$ cat config.mk
export PLATFORM = sky130hd
export DESIGN_NAME = encoder_event_value_table
export DESIGN_NICKNAME = d
export VERILOG_FILES = /design/src/rtl/eevt_pkg.sv /design/src/rtl/eevt_alu.sv /design/src/rtl/eevt_seq.sv /design/src/rtl/encoder_event_value_table.sv
export SDC_FILE = /design/constraint.sdc
export NUM_CORES = 1
export LEC_CHECK = 0
export ABC_AREA = 1
export BUFFER_PORTS_ARGS = -buffer_cell sky130_fd_sc_hd__buf_2
export CORE_AREA = 2 2 299 183
export DETAILED_ROUTE_END_ITERATION = 8
export DIE_AREA = 0 0 301 185
export MAX_ROUTING_LAYER = met4
export PLACE_DENSITY = 0.59
export SLEW_MARGIN = 20
export SYNTH_ARGS = -nofsm -noshare
export SYNTH_HDL_FRONTEND = slang
export SYNTH_SLANG_ARGS = --single-unit
$ cat constraint.sdc
create_clock -name i_clk -period 9.14 [get_ports i_clk]
set_clock_uncertainty 0.05 [all_clocks]
set_input_delay 2.742 -clock i_clk [delete_from_list [all_inputs] [get_ports i_clk]]
set_output_delay 2.742 -clock i_clk [all_outputs]
set_load 0.01 [all_outputs]
$ cat src/rtl/eevt_pkg.sv
`timescale 1ns / 1ps
// ----------------------------------------------------------------------------
// eevt_pkg
// Shared types and codes of the encoder event value table.
// ----------------------------------------------------------------------------
package eevt_pkg;

    localparam int NUM_ENCODERS = 4;
    localparam int SLOTS        = 4;   // entries addressable by the 2-bit index

    // operations
    localparam logic [2:0] OP_SETUP = 3'd0;
    localparam logic [2:0] OP_EVENT = 3'd1;
    localparam logic [2:0] OP_MIDI  = 3'd2;
    localparam logic [2:0] OP_SET   = 3'd3;
    localparam logic [2:0] OP_READ  = 3'd4;

    // result kinds
    localparam logic [2:0] KIND_EMPTY  = 3'd0;
    localparam logic [2:0] KIND_ROT    = 3'd1;
    localparam logic [2:0] KIND_SWITCH = 3'd2;
    localparam logic [2:0] KIND_MIDI   = 3'd3;
    localparam logic [2:0] KIND_SET    = 3'd4;
    localparam logic [2:0] KIND_READ   = 3'd5;
    localparam logic [2:0] KIND_SETUP  = 3'd6;
    localparam logic [2:0] KIND_REJECT = 3'd7;

    typedef enum logic [1:0] {
        S_IDLE,
        S_MUL,
        S_ACC,
        S_DONE
    } t_state;

    typedef struct packed {
        logic mul_en;
        logic acc_en;
        logic done;
    } t_seq_ctl;

    typedef struct packed {
        logic signed [15:0] mult;
        logic        [8:0]  factor;
        logic        [14:0] base;
        logic        [14:0] limit;
    } t_alu_in;

endpackage

$ cat src/rtl/eevt_alu.sv
`timescale 1ns / 1ps
// ----------------------------------------------------------------------------
// eevt_alu
// Shared multiply, add and clamp unit, one step per sequencer cycle.
// ----------------------------------------------------------------------------
module eevt_alu (
    input  logic                i_clk,
    input  eevt_pkg::t_seq_ctl  i_ctl,
    input  eevt_pkg::t_alu_in   i_opnd,
    output logic [14:0]         o_result
);
    import eevt_pkg::*;

    logic signed [24:0] r_prod;
    logic signed [24:0] n_prod;
    logic        [14:0] r_res;
    logic        [14:0] n_res;
    logic signed [25:0] sum;

    assign n_prod = i_opnd.mult * $signed({1'b0, i_opnd.factor});
    assign sum    = $signed({11'b0, i_opnd.base}) + 26'(r_prod);

    // clamp to 0..limit
    always_comb begin
        if (sum < 0) begin
            n_res = '0;
        end else if (sum > $signed({11'b0, i_opnd.limit})) begin
            n_res = i_opnd.limit;
        end else begin
            n_res = sum[14:0];
        end
    end

    always_ff @(posedge i_clk) begin
        if (i_ctl.mul_en) begin
            r_prod <= n_prod;
        end
        if (i_ctl.acc_en) begin
            r_res <= n_res;
        end
    end

    assign o_result = r_res;

endmodule

$ cat src/rtl/eevt_seq.sv
`timescale 1ns / 1ps
// ----------------------------------------------------------------------------
// eevt_seq
// Sequencer stepping one item through multiply, accumulate and write back.
// ----------------------------------------------------------------------------
module eevt_seq (
    input  logic                i_clk,
    input  logic                i_rst_n,
    input  logic                i_go,
    output logic                o_busy,
    output eevt_pkg::t_seq_ctl  o_ctl
);
    import eevt_pkg::*;

    t_state r_state;
    t_state n_state;

    always_ff @(posedge i_clk) begin
        if (!i_rst_n) begin
            r_state <= S_IDLE;
        end else begin
            r_state <= n_state;
        end
    end

    always_comb begin
        n_state = r_state;
        o_ctl   = '0;
        unique case (r_state)
            S_IDLE: begin
                if (i_go) begin
                    n_state = S_MUL;
                end
            end
            S_MUL: begin
                o_ctl.mul_en = 1'b1;
                n_state      = S_ACC;
            end
            S_ACC: begin
                o_ctl.acc_en = 1'b1;
                n_state      = S_DONE;
            end
            S_DONE: begin
                o_ctl.done = 1'b1;
                n_state    = S_IDLE;
            end
            default: n_state = S_IDLE;
        endcase
    end

    assign o_busy = (r_state != S_IDLE);

endmodule

$ cat src/rtl/encoder_event_value_table.sv
`timescale 1ns / 1ps
// ----------------------------------------------------------------------------
// encoder_event_value_table
// Table of rotary-encoder entries set up by setup and updated by events, MIDI changes and sets.
// ----------------------------------------------------------------------------
// Usage:
//   An item is taken at a clock edge where start is high and busy is low.
//   The operation field picks setup, event byte decode, MIDI control change,
//   absolute set or read; the other input fields are used as that operation
//   needs them.
//   Every item gives exactly one result, shown on the o_ result ports for one
//   cycle while o_valid is high. The receiver has no stall; a result must be
//   captured in that cycle.
//   The result is registered on the ports after the accepted item has
//   passed the multiply, accumulate and done states. Busy is high in
//   these states, so a new item is only taken once the last one is done.
//   The steps come from the shared multiply/clamp unit: it multiplies,
//   then adds and clamps, and then the table and the result are written.
//   Reset clears the enable bits and values of all entries, the sequencer
//   and the result strobe; the other entry fields stay unknown until setup.
// ----------------------------------------------------------------------------
module encoder_event_value_table (
    input  logic               i_clk,
    input  logic               i_rst_n,
    input  logic               start,
    output logic               busy,
    input  logic [2:0]         i_operation,
    input  logic [1:0]         i_entry,
    input  logic [7:0]         i_event_byte,
    input  logic [3:0]         i_midi_channel,
    input  logic [6:0]         i_midi_controller,
    input  logic [6:0]         i_midi_value,
    input  logic [14:0]        i_new_value,
    input  logic [14:0]        i_max_value,
    input  logic [7:0]         i_step,
    output logic               o_valid,
    output logic [2:0]         o_kind,
    output logic [1:0]         o_encoder,
    output logic [14:0]        o_value,
    output logic               o_hit,
    output logic               o_pressed,
    output logic signed [4:0]  o_delta,
    output logic [2:0]         o_match_count
);
    import eevt_pkg::*;

    t_seq_ctl seq_ctl;
    t_alu_in  alu_in;
    logic     accept;
    logic [14:0] alu_res;

    // latched item
    logic [2:0]  r_op;
    logic [1:0]  r_entry;
    logic [7:0]  r_ev;
    logic [3:0]  r_ch;
    logic [6:0]  r_ctl;
    logic [6:0]  r_mval;
    logic [14:0] r_nval;
    logic [14:0] r_maxv;
    logic [7:0]  r_step;

    // entry table
    logic        r_en   [SLOTS];
    logic [14:0] r_val  [SLOTS];
    logic [7:0]  r_stp  [SLOTS];
    logic [14:0] r_lim  [SLOTS];
    logic [3:0]  r_chn  [SLOTS];
    logic [6:0]  r_ctlr [SLOTS];

    // result registers
    logic        r_valid;
    logic [2:0]  r_kind,  n_kind;
    logic [1:0]  r_enc,   n_enc;
    logic [14:0] r_value, n_value;
    logic        r_hit,   n_hit;
    logic        r_press, n_press;
    logic [4:0]  r_delta, n_delta;
    logic [2:0]  r_cnt,   n_cnt;

    // table write controls
    logic              wr_entry;   // full setup of r_entry
    logic              wr_value;   // value write at tgt
    logic [SLOTS-1:0]  midi_match;

    logic [1:0]  tgt;
    logic        tgt_in_range;
    logic        entry_in_range;
    logic [7:0]  tgt_step;

    assign accept = start && !busy;

    eevt_seq u_seq (
        .i_clk   (i_clk),
        .i_rst_n (i_rst_n),
        .i_go    (start),
        .o_busy  (busy),
        .o_ctl   (seq_ctl)
    );

    eevt_alu u_alu (
        .i_clk    (i_clk),
        .i_ctl    (seq_ctl),
        .i_opnd   (alu_in),
        .o_result (alu_res)
    );

    always_ff @(posedge i_clk) begin
        if (accept) begin
            r_op    <= i_operation;
            r_entry <= i_entry;
            r_ev    <= i_event_byte;
            r_ch    <= i_midi_channel;
            r_ctl   <= i_midi_controller;
            r_mval  <= i_midi_value;
            r_nval  <= i_new_value;
            r_maxv  <= i_max_value;
            r_step  <= i_step;
        end
    end

    // event operations target the encoder in the event byte, every other operation the entry
    assign tgt            = (r_op == OP_EVENT) ? r_ev[6:5] : r_entry;
    assign tgt_in_range   = ({1'b0, tgt} < 3'(NUM_ENCODERS));
    assign entry_in_range = ({1'b0, r_entry} < 3'(NUM_ENCODERS));
    assign tgt_step       = r_stp[tgt];

    always_comb begin
        alu_in = '0;
        unique case (r_op)
            OP_SETUP: begin
                alu_in.mult   = $signed({1'b0, r_nval});
                alu_in.factor = 9'd1;
                alu_in.base   = '0;
                alu_in.limit  = r_maxv;
            end
            OP_EVENT: begin
                alu_in.mult   = 16'(signed'(r_ev[4:0]));
                alu_in.factor = (tgt_step == '0) ? 9'd1 : {1'b0, tgt_step};
                alu_in.base   = r_val[tgt];
                alu_in.limit  = r_lim[tgt];
            end
            default: begin
                alu_in.mult   = $signed({1'b0, r_nval});
                alu_in.factor = (tgt_step == '0) ? 9'd1 : {1'b0, tgt_step};
                alu_in.base   = '0;
                alu_in.limit  = r_lim[tgt];
            end
        endcase
    end

    always_comb begin
        midi_match = '0;
        n_cnt      = '0;
        for (int i = 0; i < SLOTS; i++) begin
            midi_match[i] = (i < NUM_ENCODERS) && r_en[i] && (r_chn[i] == r_ch)
                            && (r_ctlr[i] == r_ctl);
            n_cnt = n_cnt + 3'(midi_match[i]);
        end
    end

    always_comb begin
        n_kind   = KIND_REJECT;
        n_enc    = r_entry;
        n_value  = '0;
        n_hit    = 1'b0;
        n_press  = 1'b0;
        n_delta  = '0;
        wr_entry = 1'b0;
        wr_value = 1'b0;
        unique case (r_op)
            OP_SETUP: begin
                if (entry_in_range) begin
                    n_kind   = KIND_SETUP;
                    n_value  = alu_res;
                    n_hit    = 1'b1;
                    wr_entry = 1'b1;
                end
            end
            OP_EVENT: begin
                if (r_ev == '0) begin
                    n_kind = KIND_EMPTY;
                    n_enc  = '0;
                end else if (r_ev[7]) begin
                    n_kind  = KIND_SWITCH;
                    n_enc   = r_ev[2:1];
                    n_press = r_ev[0];
                end else begin
                    n_kind  = KIND_ROT;
                    n_enc   = r_ev[6:5];
                    n_delta = r_ev[4:0];
                    if (tgt_in_range) begin
                        if (r_en[tgt]) begin
                            n_value  = alu_res;
                            n_hit    = 1'b1;
                            wr_value = 1'b1;
                        end else begin
                            n_value = r_val[tgt];
                        end
                    end
                end
            end
            OP_MIDI: begin
                n_kind  = KIND_MIDI;
                n_value = {8'b0, r_mval};
                n_hit   = (n_cnt != '0);
                n_enc   = '0;
                for (int i = SLOTS - 1; i >= 0; i--) begin
                    if (midi_match[i]) begin
                        n_enc = 2'(i);
                    end
                end
            end
            OP_SET: begin
                if (entry_in_range && r_en[r_entry]) begin
                    n_kind   = KIND_SET;
                    n_value  = alu_res;
                    n_hit    = 1'b1;
                    wr_value = 1'b1;
                end
            end
            OP_READ: begin
                n_kind  = KIND_READ;
                n_value = entry_in_range ? r_val[r_entry] : '0;
            end
            default: ;
        endcase
    end

    always_ff @(posedge i_clk) begin
        if (!i_rst_n) begin
            for (int i = 0; i < SLOTS; i++) begin
                r_en[i]  <= 1'b0;
                r_val[i] <= '0;
            end
        end else if (seq_ctl.done) begin
            for (int i = 0; i < SLOTS; i++) begin
                if (r_op == OP_MIDI && midi_match[i]) begin
                    r_val[i] <= {8'b0, r_mval};
                end
            end
            if (wr_entry || wr_value) begin
                r_val[tgt] <= alu_res;
            end
            if (wr_entry) begin
                r_en[r_entry] <= 1'b1;
            end
        end
    end

    always_ff @(posedge i_clk) begin
        if (seq_ctl.done && wr_entry) begin
            r_stp[r_entry]  <= r_step;
            r_lim[r_entry]  <= r_maxv;
            r_chn[r_entry]  <= r_ch;
            r_ctlr[r_entry] <= r_ctl;
        end
    end

    always_ff @(posedge i_clk) begin
        if (!i_rst_n) begin
            r_valid <= 1'b0;
        end else begin
            r_valid <= seq_ctl.done;
        end
        if (seq_ctl.done) begin
            r_kind  <= n_kind;
            r_enc   <= n_enc;
            r_value <= n_value;
            r_hit   <= n_hit;
            r_press <= n_press;
            r_delta <= n_delta;
            r_cnt   <= (r_op == OP_MIDI) ? n_cnt : 3'd0;
        end
    end

    assign o_valid       = r_valid;
    assign o_kind        = r_kind;
    assign o_encoder     = r_enc;
    assign o_value       = r_value;
    assign o_hit         = r_hit;
    assign o_pressed     = r_press;
    assign o_delta       = signed'(r_delta);
    assign o_match_count = r_cnt;

endmodule

# After elaboration in Yosys (flattened, before gate mapping)
# Memory sizes are Yosys's and may differ from the RTL's. A register that Yosys moved wholly into a read port is not among the register bits.
# Index checks and enable logic that the tools add are counted.
[op_classes]
add_sub_neg = 4
mul = 1
n_lt_le_gt_ge = 2
n_eq_ne = 16
muxes = 71
n_bitwise = 6
reduce_logical = 26
[op_table]
columns = ["operator", "n"]
rows = [
  ["two-way mux 15 bit", 10],
  ["one-hot mux 55 bit (2 select lines)", 1],
  ["one-hot mux 15 bit (5 select lines)", 1],
  ["two-way mux 1 bit", 38],
  ["two-way mux 2 bit", 15],
  ["equality test 7 bit", 4],
  ["adder 16 x 25 -> 26 bit", 1],
  ["greater-than comparator 26 x 16 -> 1 bit", 1],
  ["< comparator 26 x 1 -> 1 bit, second input constant", 1],
  ["multiplier 16 x 10 -> 25 bit", 1],
  ["equality test 4 bit", 4],
  ["zero test 8 bit", 2],
  ["one-hot mux 3 bit (5 select lines)", 1],
  ["OR reduction 15 bit", 1],
  ["logical AND 1 bit", 14],
  ["two-way mux 8 bit", 1],
  ["one-hot mux 2 bit (4 select lines)", 1],
  ["equality test 3 x 2 -> 1 bit, second input constant", 2],
  ["OR reduction 3 bit", 2],
  ["equality test 2 bit, second input constant", 2],
  ["bitwise OR 1 bit", 4],
  ["one-hot mux 1 bit (4 select lines)", 1],
  ["one-hot mux 2 bit (2 select lines)", 1],
  ["adder 2 x 1 -> 3 bit", 1],
  ["other kinds (15)", 16],
]
[totals]
ff_bits = 142
ram_bits = 200
inputBits = 72
word_cells = 152
memories = 6
[memory_table]
columns = ["memory", "words", "word_bits", "read_ports", "rd_clocked_by_memory_dff", "wr", "line", "source"]
rows = [
  ["r_lim", 4, 15, 1, 0, 1, "encoder_event_value_table.sv:67", "logic [14:0] r_lim [SLOTS];"],
  ["r_val", 4, 15, 2, 1, 4, "encoder_event_value_table.sv:65", "logic [14:0] r_val [SLOTS];"],
  ["r_stp", 4, 8, 1, 0, 1, "encoder_event_value_table.sv:66", "logic [7:0] r_stp [SLOTS];"],
  ["r_ctlr", 4, 7, 4, 0, 1, "encoder_event_value_table.sv:69", "logic [6:0] r_ctlr [SLOTS];"],
  ["r_chn", 4, 4, 4, 0, 1, "encoder_event_value_table.sv:68", "logic [3:0] r_chn [SLOTS];"],
  ["r_en", 4, 1, 6, 1, 4, "encoder_event_value_table.sv:64", "logic r_en [SLOTS];"],
]

# Logic depth before layout (Yosys ltp)
# Gate-level depths: netlist (run 1).
# An unclocked memory read counts as a cell.
[logic_depth]
word_depth = 14
depth_mapped = 37
mapped_depth_nobuf = 35

# Cells and area by module
# From an unflattened synthesis (run 1), not the netlist that was laid out.
[hier_totals]
cells_unflattened = 2518
area_unflattened_um2 = 22624.2
[by_module_without_submodules]
columns = ["mod", "instances", "cells_each", "area_per_inst_um2", "seq_area_each_um2"]
rows = [
  ["encoder_event_value_table", 1, 1269, 13535.5, 9008.6],
  ["eevt_alu", 1, 1226, 8921.1, 1201.2],
  ["eevt_seq", 1, 23, 167.7, 40.0],
]

# Least setup slack after synthesis (run 1)
# No wires, ideal clock.
[synth_timing]
kind = "reg-to-reg"
from = "register r_op[2]"
to = "register u_alu.r_prod[22] (data pin)"
t_arrival_ns = 6.026
t_required_ns = 8.838
slack_ns = 2.812
path_stages_with_launch = 34
synth_period_minus_slack_ns = 6.328
path_cell_list = "edfxtp_1 -> nor2_2 -> nand2_2 -> buf_6 -> o21ai_2 -> buf_2 -> nand2_1 -> nand2_1 -> nand2_1 -> nand2_1 -> nand2_1 -> inv_1 -> clkbuf_1 -> nand2_1 -> fa_1 -> inv_1 -> fa_1 -> fa_1 -> fa_1 -> inv_1 -> fa_1 -> inv_1 -> ha_1 -> nand2_1 -> nor2_1 -> nand2_1 -> o211ai_1 -> a31oi_1 -> o21ai_0 -> nand2_1 -> nand2_1 -> nand2_1 -> nand3_1 -> nand2_1"
[synth_via]
elab_chain_len = 7
[synth_rtl]
columns = ["element", "line", "source"]
rows = [
  ["start: declaration", "encoder_event_value_table.sv:53", "logic [2:0] r_op;"],
  ["start signal: assignment", "encoder_event_value_table.sv:110", "r_op <= i_operation;"],
  ["equality test 3 x 1 -> 1 bit", "encoder_event_value_table.sv:123, encoder_event_value_table.sv:130", ""],
  ["two-way mux 2 bit", "encoder_event_value_table.sv:123", "assign tgt = (r_op == OP_EVENT) ? r_ev[6:5] : r_entry;"],
  ["memory read (4 x 8 bit)", "n/a", ""],
  ["zero test 8 bit", "encoder_event_value_table.sv:139, encoder_event_value_table.sv:145", ""],
  ["two-way mux 8 bit", "encoder_event_value_table.sv:139, encoder_event_value_table.sv:145", ""],
  ["one-hot mux 55 bit (2 select lines) (*)", "encoder_event_value_table.sv:130", "unique case (r_op)"],
  ["multiplier 16 x 10 -> 25 bit (*)", "eevt_alu.sv:20", "assign n_prod = i_opnd.mult * $signed({1'b0, i_opnd.factor});"],
  ["named net u_alu.n_prod[22]", "eevt_alu.sv:15", "logic signed [24:0] n_prod;"],
  ["end signal: assignment", "eevt_alu.sv:36", "r_prod <= n_prod;"],
  ["end: declaration", "eevt_alu.sv:14", "logic signed [24:0] r_prod;"],
]
# Mark *: on every way through the listed nets, which the timed path passes. The rest lies on a longest branch.
# A chain may end at the register's enable or synchronous reset.

# Worst setup path after layout (run 1)
# Same ends and word-level chain as after synthesis.

==> results of run 1 <==
==> sequential cells by signal (all words and copies together), names as in the netlist, 16 cells and up, named ones only <==
signal        cells
r_val            60
r_stp            32
r_lim            60
r_chn            16
u_alu.r_prod     25
r_ctlr           28
==> path summary, 6_finish.rpt <==
check | slack, ps | from | endpoint | depth (start not counted)
setup / recovery | 1460 | r_op[2] | u_alu.r_prod[22] | 29
hold / removal | 470 | r_en[2] | r_en[2] | 2
setup reg to reg | 1460 | r_op[2] | u_alu.r_prod[22] | 29
hold reg to reg | 470 | r_en[2] | r_en[2] | 2
==> placed cells by master (no fill, tap or decap), types with 11 or more instances in the layout <==
cell type,n
a21oi_1,81
a22oi_1,15
buf_2,103
buf_4,17
clkbuf_16,35
edfxtp_1,336
fa_1,105
ha_1,91
inv_1,345
inv_2,11
nand2_1,450
nand3_1,55
nand4_1,60
nor2_1,272
nor3_1,18
o211ai_1,11
o21ai_0,98
o21ai_1,21
o221ai_1,16
xnor2_1,11
xor2_1,32
==> tightest hold or removal path, stage by stage, from the launching register on <==
cell and delay, ps:
dfxtp_1 330, nor2_1 110, nor2_1 40
==> through the flow <==
stage | util (%) | hold WS [ps]
after CTS | 44.0 | 460
after global placement | 41.9 | 428
final | 44.0 | 472
after global routing | 44.0 | 513
after floorplan | - | 406
after detailed placement | 41.9 | 451
==> cell families (layout without fill, tap and decap cells) <==
| group | Yosys count | after routing | share of synthesized area [%] |
|---|---|---|---|
| adders and majority gates | 196 | 196 | 15.4 |
| DFF | 344 | 344 | 48.8 |
| xor gates and xnor gates | 43 | 43 | 1.79 |
| buffers and inverters | 412 | 540 | 7.62 |
| and+or+nand+nor | 904 | 904 | 18.0 |
| AOI/OAI and AO/OA | 294 | 294 | 8.36 |
==> layout make-up <==
type	count	area share [%]
repair buffers	120	2.74
inverters	359	5.75
clock inverters	20	1.01
multi-input cells	1437	39.2
clock buffers	41	3.83
well taps	714	3.81
flip-flops and latches	344	43.7
==> per-layer routing <==
layer  vias to the layer above  GRT usage, %
li1                       7490             -
met1                      7596          33.7
met2                       696          30.1
met3                        70          5.36
met4                         0          4.20
met5                         -             -
==> results_dict.tcl, run 1 <==
set metrics [dict create \
    ys_async_sr_fraction_pct 0 \
    start_util_pct 39.4 \
    grt_overflow_total 0 \
    synth_flop_cell "edfxtp_1" \
    gp_congestion 0.941 \
    die_w_um 301 \
    cts_tree "yes" \
    drc 0 \
    die_area_mm2 0.0557 \
    cts_max_level 2 \
    fp-row-count 66 \
    synth_area_leaders "edfxtp_1, fa_1, nand2_1, inv_1, ha_1" \
    maxSlewViolCount 0 \
    arrival_ps 7920 \
    critPathLaunchType "flop" \
    synthToLayoutAreaGrowth_pct 11.7 \
    dp_hpwl_mm 45.5 \
    pre_cts_ws_ps 1510 \
    vias 15900 \
    grt_use_total_pct 22.3 \
    fin_ws_ps 1460 \
    cpMostUsedCell "nand2_1" \
    io_pins 104 \
    drive_above_1_share_pct 9.48 \
    synth_edf_count 336 \
    grt_max_degree 74 \
    seq_area_frac_synth_pct 48.8 \
    grt_pass1_vias 15000 \
    wl_met3_mm 6.31 \
    antenna_found_initial 2 \
    n_fill_cell 5091 \
    yosys.area.top_type "edfxtp_1" \
    finalHoldViolations 0 \
    netlist.area_leader.share_pct 48.0 \
    cpMaxStageDelayCell "o21ai_2" \
    multi_input_area_mm2 0.00919 \
    final_cells 3035 \
    syn_area_per_cell_um2 9.58 \
    cp-end-kind "flop" \
    wl_met1_mm 28.6 \
    cpLargestDelayFamily "adder cells" \
    critical_path_class "flop to flop" \
    synth_most_common_cell "nand2_1" \
    ys_types 55 \
    cts_buffers 35 \
    cts.sink_count 344 \
    vias_per_cell 5.22 \
    relSlewSlack_pct 20.5 \
    drtPass1Iterations 6 \
    postRouteAntennaNets 0 \
    port_buffers 103 \
    met2RoutedLength_mm 24.1 \
    grt_pass1_wl_mm 90.8 \
    yosys-top-cells-count "nand2_1, inv_1, edfxtp_1" \
    syn-instance-count 2193 \
    coreArea_mm2 0.0533 \
    regArea_mm2 0.0102 \
    clock_latency_ps 540 \
    wl_per_cell_um 19.8 \
    top_layer_used "met4" \
    cap_violations 0 \
    syn_nets 2461 \
    required_ps 9370 \
    final_cell_area_mm2 0.0235 \
    max_freq_mhz 130 \
    clk_path_buf_depth 3 \
    status "complete, no violations" \
    die_h_um 185 \
    hold_buffers 0 \
    dp.cells 2974 \
    yosysWarnings 0 \
    placed_cell_area_mm2 0.0223 \
    setup_viol 0 \
    yosys_register_bits 344 \
    drt-total-wl_mm 60.0 \
    cpPeakStageDelay_ps 570 \
    post_cts_resized 0 \
    rsz0062_at_grt "false" \
    fin_crit_ps 7680 \
    crit_fanout 32 \
    clkTransAtPathRegs_ps 60 \
    cts_root_buf "clkbuf_16" \
    hold_class "flop to flop" \
    finish.net_count 2565 \
    worst_slew_pin_slew_ps 1180 \
    syn_area_mm2 0.0210 \
    critPathBufInv 3 \
    num_antenna_cells 0 \
    fin_crit_sh_pct 84.1 \
    drt-initial-drc-count 1754 \
    setup-tns-final_ps 0 \
    post_cts_buffers 0 \
]
Power of run 1 is not shown: default switching activity piles up to over one toggle a cycle in this logic, so the estimate is an artifact.
==> run 2, diff against run 1 <==
==> constraint.sdc (replaced) <==
create_clock -name i_clk -period 7.8 [get_ports i_clk]
set_clock_uncertainty 0.05 [all_clocks]
set_input_delay 2.34 -clock i_clk [delete_from_list [all_inputs] [get_ports i_clk]]
set_output_delay 2.34 -clock i_clk [all_outputs]
set_load 0.01 [all_outputs]
==> run 2 against run 1 <==
Against the previous run:
- register-to-register slack got worse by 1000 ps
- first-iteration DRC count grew 15%
- global-route usage is 0.49 points lower
- design area down 0.11%
- largest cell class unchanged
- sequential share of layout area hardly changed
- count of clock-buffer cells in the layout grew 3
- worst setup slack worse by 1000 ps
- utilization about the same
- critical path depth stayed put
- die area unchanged
- final cell count up 0.20%
==> results_dict.tcl, run 2 (synthesis gave the netlist of run 1 again) <==
set metrics [dict create \
    cpMaxStageDelayCell "fa_1" \
    cp-end-kind "flop" \
    critical_path_class "flop to flop" \
    cts.sink_count 344 \
    vias 15900 \
    die_w_um 301 \
    drtPass1Iterations 5 \
    max_freq_mhz 136 \
    cpPeakStageDelay_ps 540 \
    start_util_pct 39.4 \
    finalHoldViolations 0 \
    cpMostUsedCell "nand2_1" \
    grt_pass1_vias 15300 \
    critPathLaunchType "flop" \
    drive_above_1_share_pct 9.45 \
    fp-row-count 66 \
    clk_path_buf_depth 3 \
    cts_max_level 2 \
    clkTransAtPathRegs_ps 60 \
    worst_slew_pin_slew_ps 1040 \
    postRouteAntennaNets 0 \
    fin_crit_sh_pct 94.5 \
    io_pins 104 \
    port_buffers 103 \
    hold_path.startpoint "r_en[2]" \
    top_regs "r_lim: 60 flops, r_val: 60 flops, r_stp: 32 flops" \
    whs_ps 462 \
    multi_input_area_mm2 0.00919 \
    cts_tree "yes" \
    num_antenna_cells 0 \
    rsz0062_at_grt "false" \
    r2r-start "r_op[2]" \
    crit_fanout 16 \
    grt_overflow_total 0 \
    n_fill_cell 5095 \
    hold_buffers 0 \
    setup-tns-final_ps 0 \
    gp_congestion 0.946 \
    synthToLayoutAreaGrowth_pct 11.6 \
    relSlewSlack_pct 30.0 \
    antenna_found_initial 2 \
    wl_per_cell_um 19.3 \
    maxSlewViolCount 0 \
    coreArea_mm2 0.0533 \
    grt_use_total_pct 21.8 \
    final_cell_mix "nand2_1, inv_1, edfxtp_1" \
    grt_max_degree 64 \
    cap_violations 0 \
    r2r_slack_ps 430 \
    status "complete, no violations" \
    cts_root_buf "clkbuf_16" \
    finish.net_count 2570 \
    setup_viol 0 \
    required_ps 8020 \
    drt-total-wl_mm 58.6 \
    die_area_mm2 0.0557 \
    clock_latency_ps 550 \
    grt_pass1_wl_mm 90.1 \
    mostFrequentLayoutCell "nand2_1" \
    cts_buffers 34 \
    die_h_um 185 \
    vias_per_cell 5.24 \
    regArea_mm2 0.0102 \
    arrival_ps 7590 \
    drc 0 \
    final_util_pct 44.0 \
    dp_hpwl_mm 44.2 \
    hold_class "flop to flop" \
    fin_crit_ps 7370 \
    crit_start "r_op[2]" \
    drt-initial-drc-count 2023 \
]
[run 2: cell count changes in the layout (fill, tap and decap cells not counted), sizes merged]
cell / previous run / this run
buf: 120 / 126
bufinv: 4 / 2
clkbuf: 41 / 44
clkinv: 17 / 18
inv: 357 / 355
[run 2: metal layers]
metal | share of wire [%] | track usage [%] | vias to the layer above
met5 | 0 | - | -
met4 | 1.8 | 4.66 | 0
met3 | 9.3 | 3.66 | 76
met2 | 40 | 29.7 | 727
met1 | 49 | 33.6 | 7640
li1 | - | - | 7506
[run 2: worst paths after layout]
check / end / cells past startpoint
max: u_alu.r_prod[24] / 29
min: r_en[2] / 2
max reg2reg: u_alu.r_prod[24] / 29
min reg2reg: r_en[2] / 2
[run 2: per-stage QoR]
| stage | instance area, um2 | instances | worst slack (ps) |
|---|---|---|---|
| after floorplan | 21000 | 2193 | 1470 |
| after global placement | 22400 | 2980 | 572 |
| after detailed placement | 22400 | 2980 | 388 |
| after CTS | 23400 | 3041 | 390 |
| after global routing | 23400 | 3041 | 32.2 |
| final | 23400 | 3041 | 432 |
[run 2: final cells by class]
| cell class | instances | area share [%] |
|---|---|---|
| clock buffers | 44 | 3.79 |
| clock inverters | 17 | 0.732 |
| inverters | 359 | 5.77 |
| multi-input cells | 1437 | 39.2 |
| flip-flops and latches | 344 | 43.7 |
| well taps | 714 | 3.81 |
| repair buffers | 126 | 2.94 |
[run 2: timing repair]
| action | in CTS | in global routing |
|---|---|---|
| resized for setup | 0 | 3 |
| endpoints found under the setup margin | 0 | 4 |
| endpoints found under the hold margin | 0 | 0 |
| buffers inserted | 0 | 0 |
[run 2: critical path, delay by kind of cell, from the launching register on]
family	cells	cell delay (ps)
fa+ha+maj	6	2950
buf+inv	5	670
simple gates	16	2490
compound gates	2	420
flops	1	510
Power of run 2 is left out for the same reason.
==> run 3, diff against run 2 <==
--- a/config.mk
+++ b/config.mk
@@ -7,12 +7,13 @@
 export LEC_CHECK = 0
 export ABC_AREA = 1
 export BUFFER_PORTS_ARGS = -buffer_cell sky130_fd_sc_hd__buf_2
-export CORE_AREA = 2 2 299 183
+export CORE_AREA = 2 2 311 190
 export DETAILED_ROUTE_END_ITERATION = 8
-export DIE_AREA = 0 0 301 185
+export DIE_AREA = 0 0 313 192
 export MAX_ROUTING_LAYER = met4
-export PLACE_DENSITY = 0.59
+export PLACE_DENSITY = 0.58
 export SLEW_MARGIN = 20
 export SYNTH_ARGS = -nofsm -noshare
 export SYNTH_HDL_FRONTEND = slang
+export SYNTH_HIERARCHICAL = 1
 export SYNTH_SLANG_ARGS = --single-unit
==> run 3 against run 2 <==
Against the previous run:
- sequential cell count unchanged
- global-route usage up 0.80 points
- design area up 7.3%
- first-iteration DRC count down 0.99%
- count of clock-buffer cells in the layout down 3
- die area up 7.9%
- final cell count up 12%
- non-clock buffer count up 10
- via count up 9.4%
- synthesized cell count up 15%
- critical path depth up 3
- worst hold slack better by 7.4 ps
==> results_dict.tcl, run 3 <==
set metrics [dict create \
    status "complete, no violations" \
    gp_congestion 0.978 \
    setup-tns-final_ps 0 \
    clkTransAtPathRegs_ps 60 \
    die_h_um 192 \
    syn_nets 2802 \
    antenna_found_initial 0 \
    ys_async_sr_fraction_pct 0 \
    port_buffers 103 \
    vias 17400 \
    hold_class "flop to flop" \
    fin_ws_ps 582 \
    critPathLaunchType "flop" \
    fin_crit_ps 7220 \
    finish.net_count 2894 \
    required_ps 8030 \
    die_area_mm2 0.0601 \
    setup_viol 0 \
    cpPeakStageDelay_ps 560 \
    cpMaxStageDelayCell "fa_1" \
    cts_buffers 37 \
    coreArea_mm2 0.0571 \
    io_pins 104 \
    drc 0 \
    final_cells 3409 \
    cpMostUsedCell "inv_1" \
    final_cell_mix "nand2_1, inv_1, edfxtp_1" \
    grt_overflow_total 0 \
    syn-instance-count 2518 \
    whs_ps 470 \
    relSlewSlack_pct 28.3 \
    maxSlewViolCount 0 \
    mostFrequentLayoutCell "nand2_1" \
    synth_flop_cell "edfxtp_1" \
    wl_per_cell_um 19.2 \
    fin_crit_sh_pct 92.5 \
    critical_path_class "flop to flop" \
    yosysWarnings 6 \
    clock_latency_ps 550 \
    syn_area_mm2 0.0226 \
    drt-initial-drc-count 2003 \
    drtPass1Iterations 6 \
    cts_max_level 2 \
    seq_area_frac_synth_pct 45.3 \
    top_regs "r_lim: 60 flops, r_val: 60 flops, r_stp: 32 flops" \
    drt-total-wl_mm 65.6 \
    netlist.area_leader.share_pct 44.6 \
    worst_slew_pin_slew_ps 1070 \
    post_cts_buffers 0 \
    cts_tree "yes" \
    cp-end-kind "flop" \
    r2r_slack_ps 580 \
    die_w_um 313 \
    grt_pass1_vias 16900 \
    cap_violations 0 \
    grt_pass1_wl_mm 101 \
    arrival_ps 7450 \
    pre_cts_ws_ps 349 \
    postRouteAntennaNets 0 \
    vias_per_cell 5.12 \
    grt_max_degree 38 \
    finalHoldViolations 0 \
    grt_use_total_pct 22.6 \
    synth_area_leaders "edfxtp_1, nand2_1, fa_1, inv_1, ha_1" \
    max_freq_mhz 139 \
    yosys.area.top_type "edfxtp_1" \
    synthToLayoutAreaGrowth_pct 11.2 \
    cts_root_buf "clkbuf_16" \
    clk_path_buf_depth 3 \
    drive_above_1_share_pct 10.3 \
    ys_types 62 \
    yosys-top-cells-count "nand2_1, inv_1, edfxtp_1" \
    syn_area_per_cell_um2 8.98 \
    fp-row-count 68 \
    synth_edf_count 336 \
    dp.cells 3340 \
    num_antenna_cells 0 \
    synth_most_common_cell "nand2_1" \
    crit_fanout 22 \
    start_util_pct 39.6 \
    cts.sink_count 344 \
    rsz0062_at_grt "false" \
    dp_hpwl_mm 49.7 \
    yosys_register_bits 344 \
]
[run 3: area by class of cell]
cell class	instances	area (um2)
Multi-Input combinational cell	1628	10300
Tap cell	770	963
Fill cell	5539	31900
Sequential cell	344	10200
Timing Repair Buffer	136	788
Clock buffer	41	941
Inverter	463	1740
Clock inverter	27	189
[run 3: repair_timing]
item                                    in CTS  in global routing
hold buffers                                 0                  0
endpoints found under the setup margin       0                  5
resized for setup                            0                  5
[run 3: worst paths after layout]
kind / start / endpoint / depth (start not counted)
worst max-delay path: r_op[2] / u_alu/r_prod[22] / 32
worst min register to register: r_en[2] / r_en[2] / 2
worst max register to register: r_op[2] / u_alu/r_prod[22] / 32
worst min-delay path: r_en[2] / r_en[2] / 2
[run 3: metrics by stage]
step	util, %	area [um2]
2_1_floorplan	-	22600
3_3_place_gp	42.0	24000
3_5_place_dp	42.0	24000
4_1_cts	44.0	25100
5_1_grt	44.0	25100
6_report	44.0	25100
[run 3: per-layer routing]
layer | vias to the layer above | wire, um | global-route usage, % | part of all wire (%)
li1 | 8237 | - | - | -
met1 | 8305 | 32800 | 35.6 | 50
met2 | 828 | 24800 | 29.3 | 38
met3 | 77 | 7130 | 4.99 | 11
met4 | 0 | 871 | 3.68 | 1.3
met5 | - | 0 | - | 0
[run 3: critical path: cells and delay by family, from the launching register on]
family	cells	cell delay, ps
simple gates	9	1120
xor+xnor	1	140
compound gates	7	1130
flops	1	480
buf+inv	9	1410
fa+ha+maj	6	2640
[run 3: cells by family (layout without fill, tap and decap cells)]
logic type      count (synthesis)  in the layout  synth area share [%]
buf+inv                       546            667                  9.48
compound gates                225            225                  5.88
flops                         344            344                  45.3
fa+ha+maj                     212            212                  15.7
simple gates                 1138           1138                  21.6
xor+xnor                       52             52                  2.01
other cells                     1              1                0.0166
Power of run 3 is left out for the same reason.
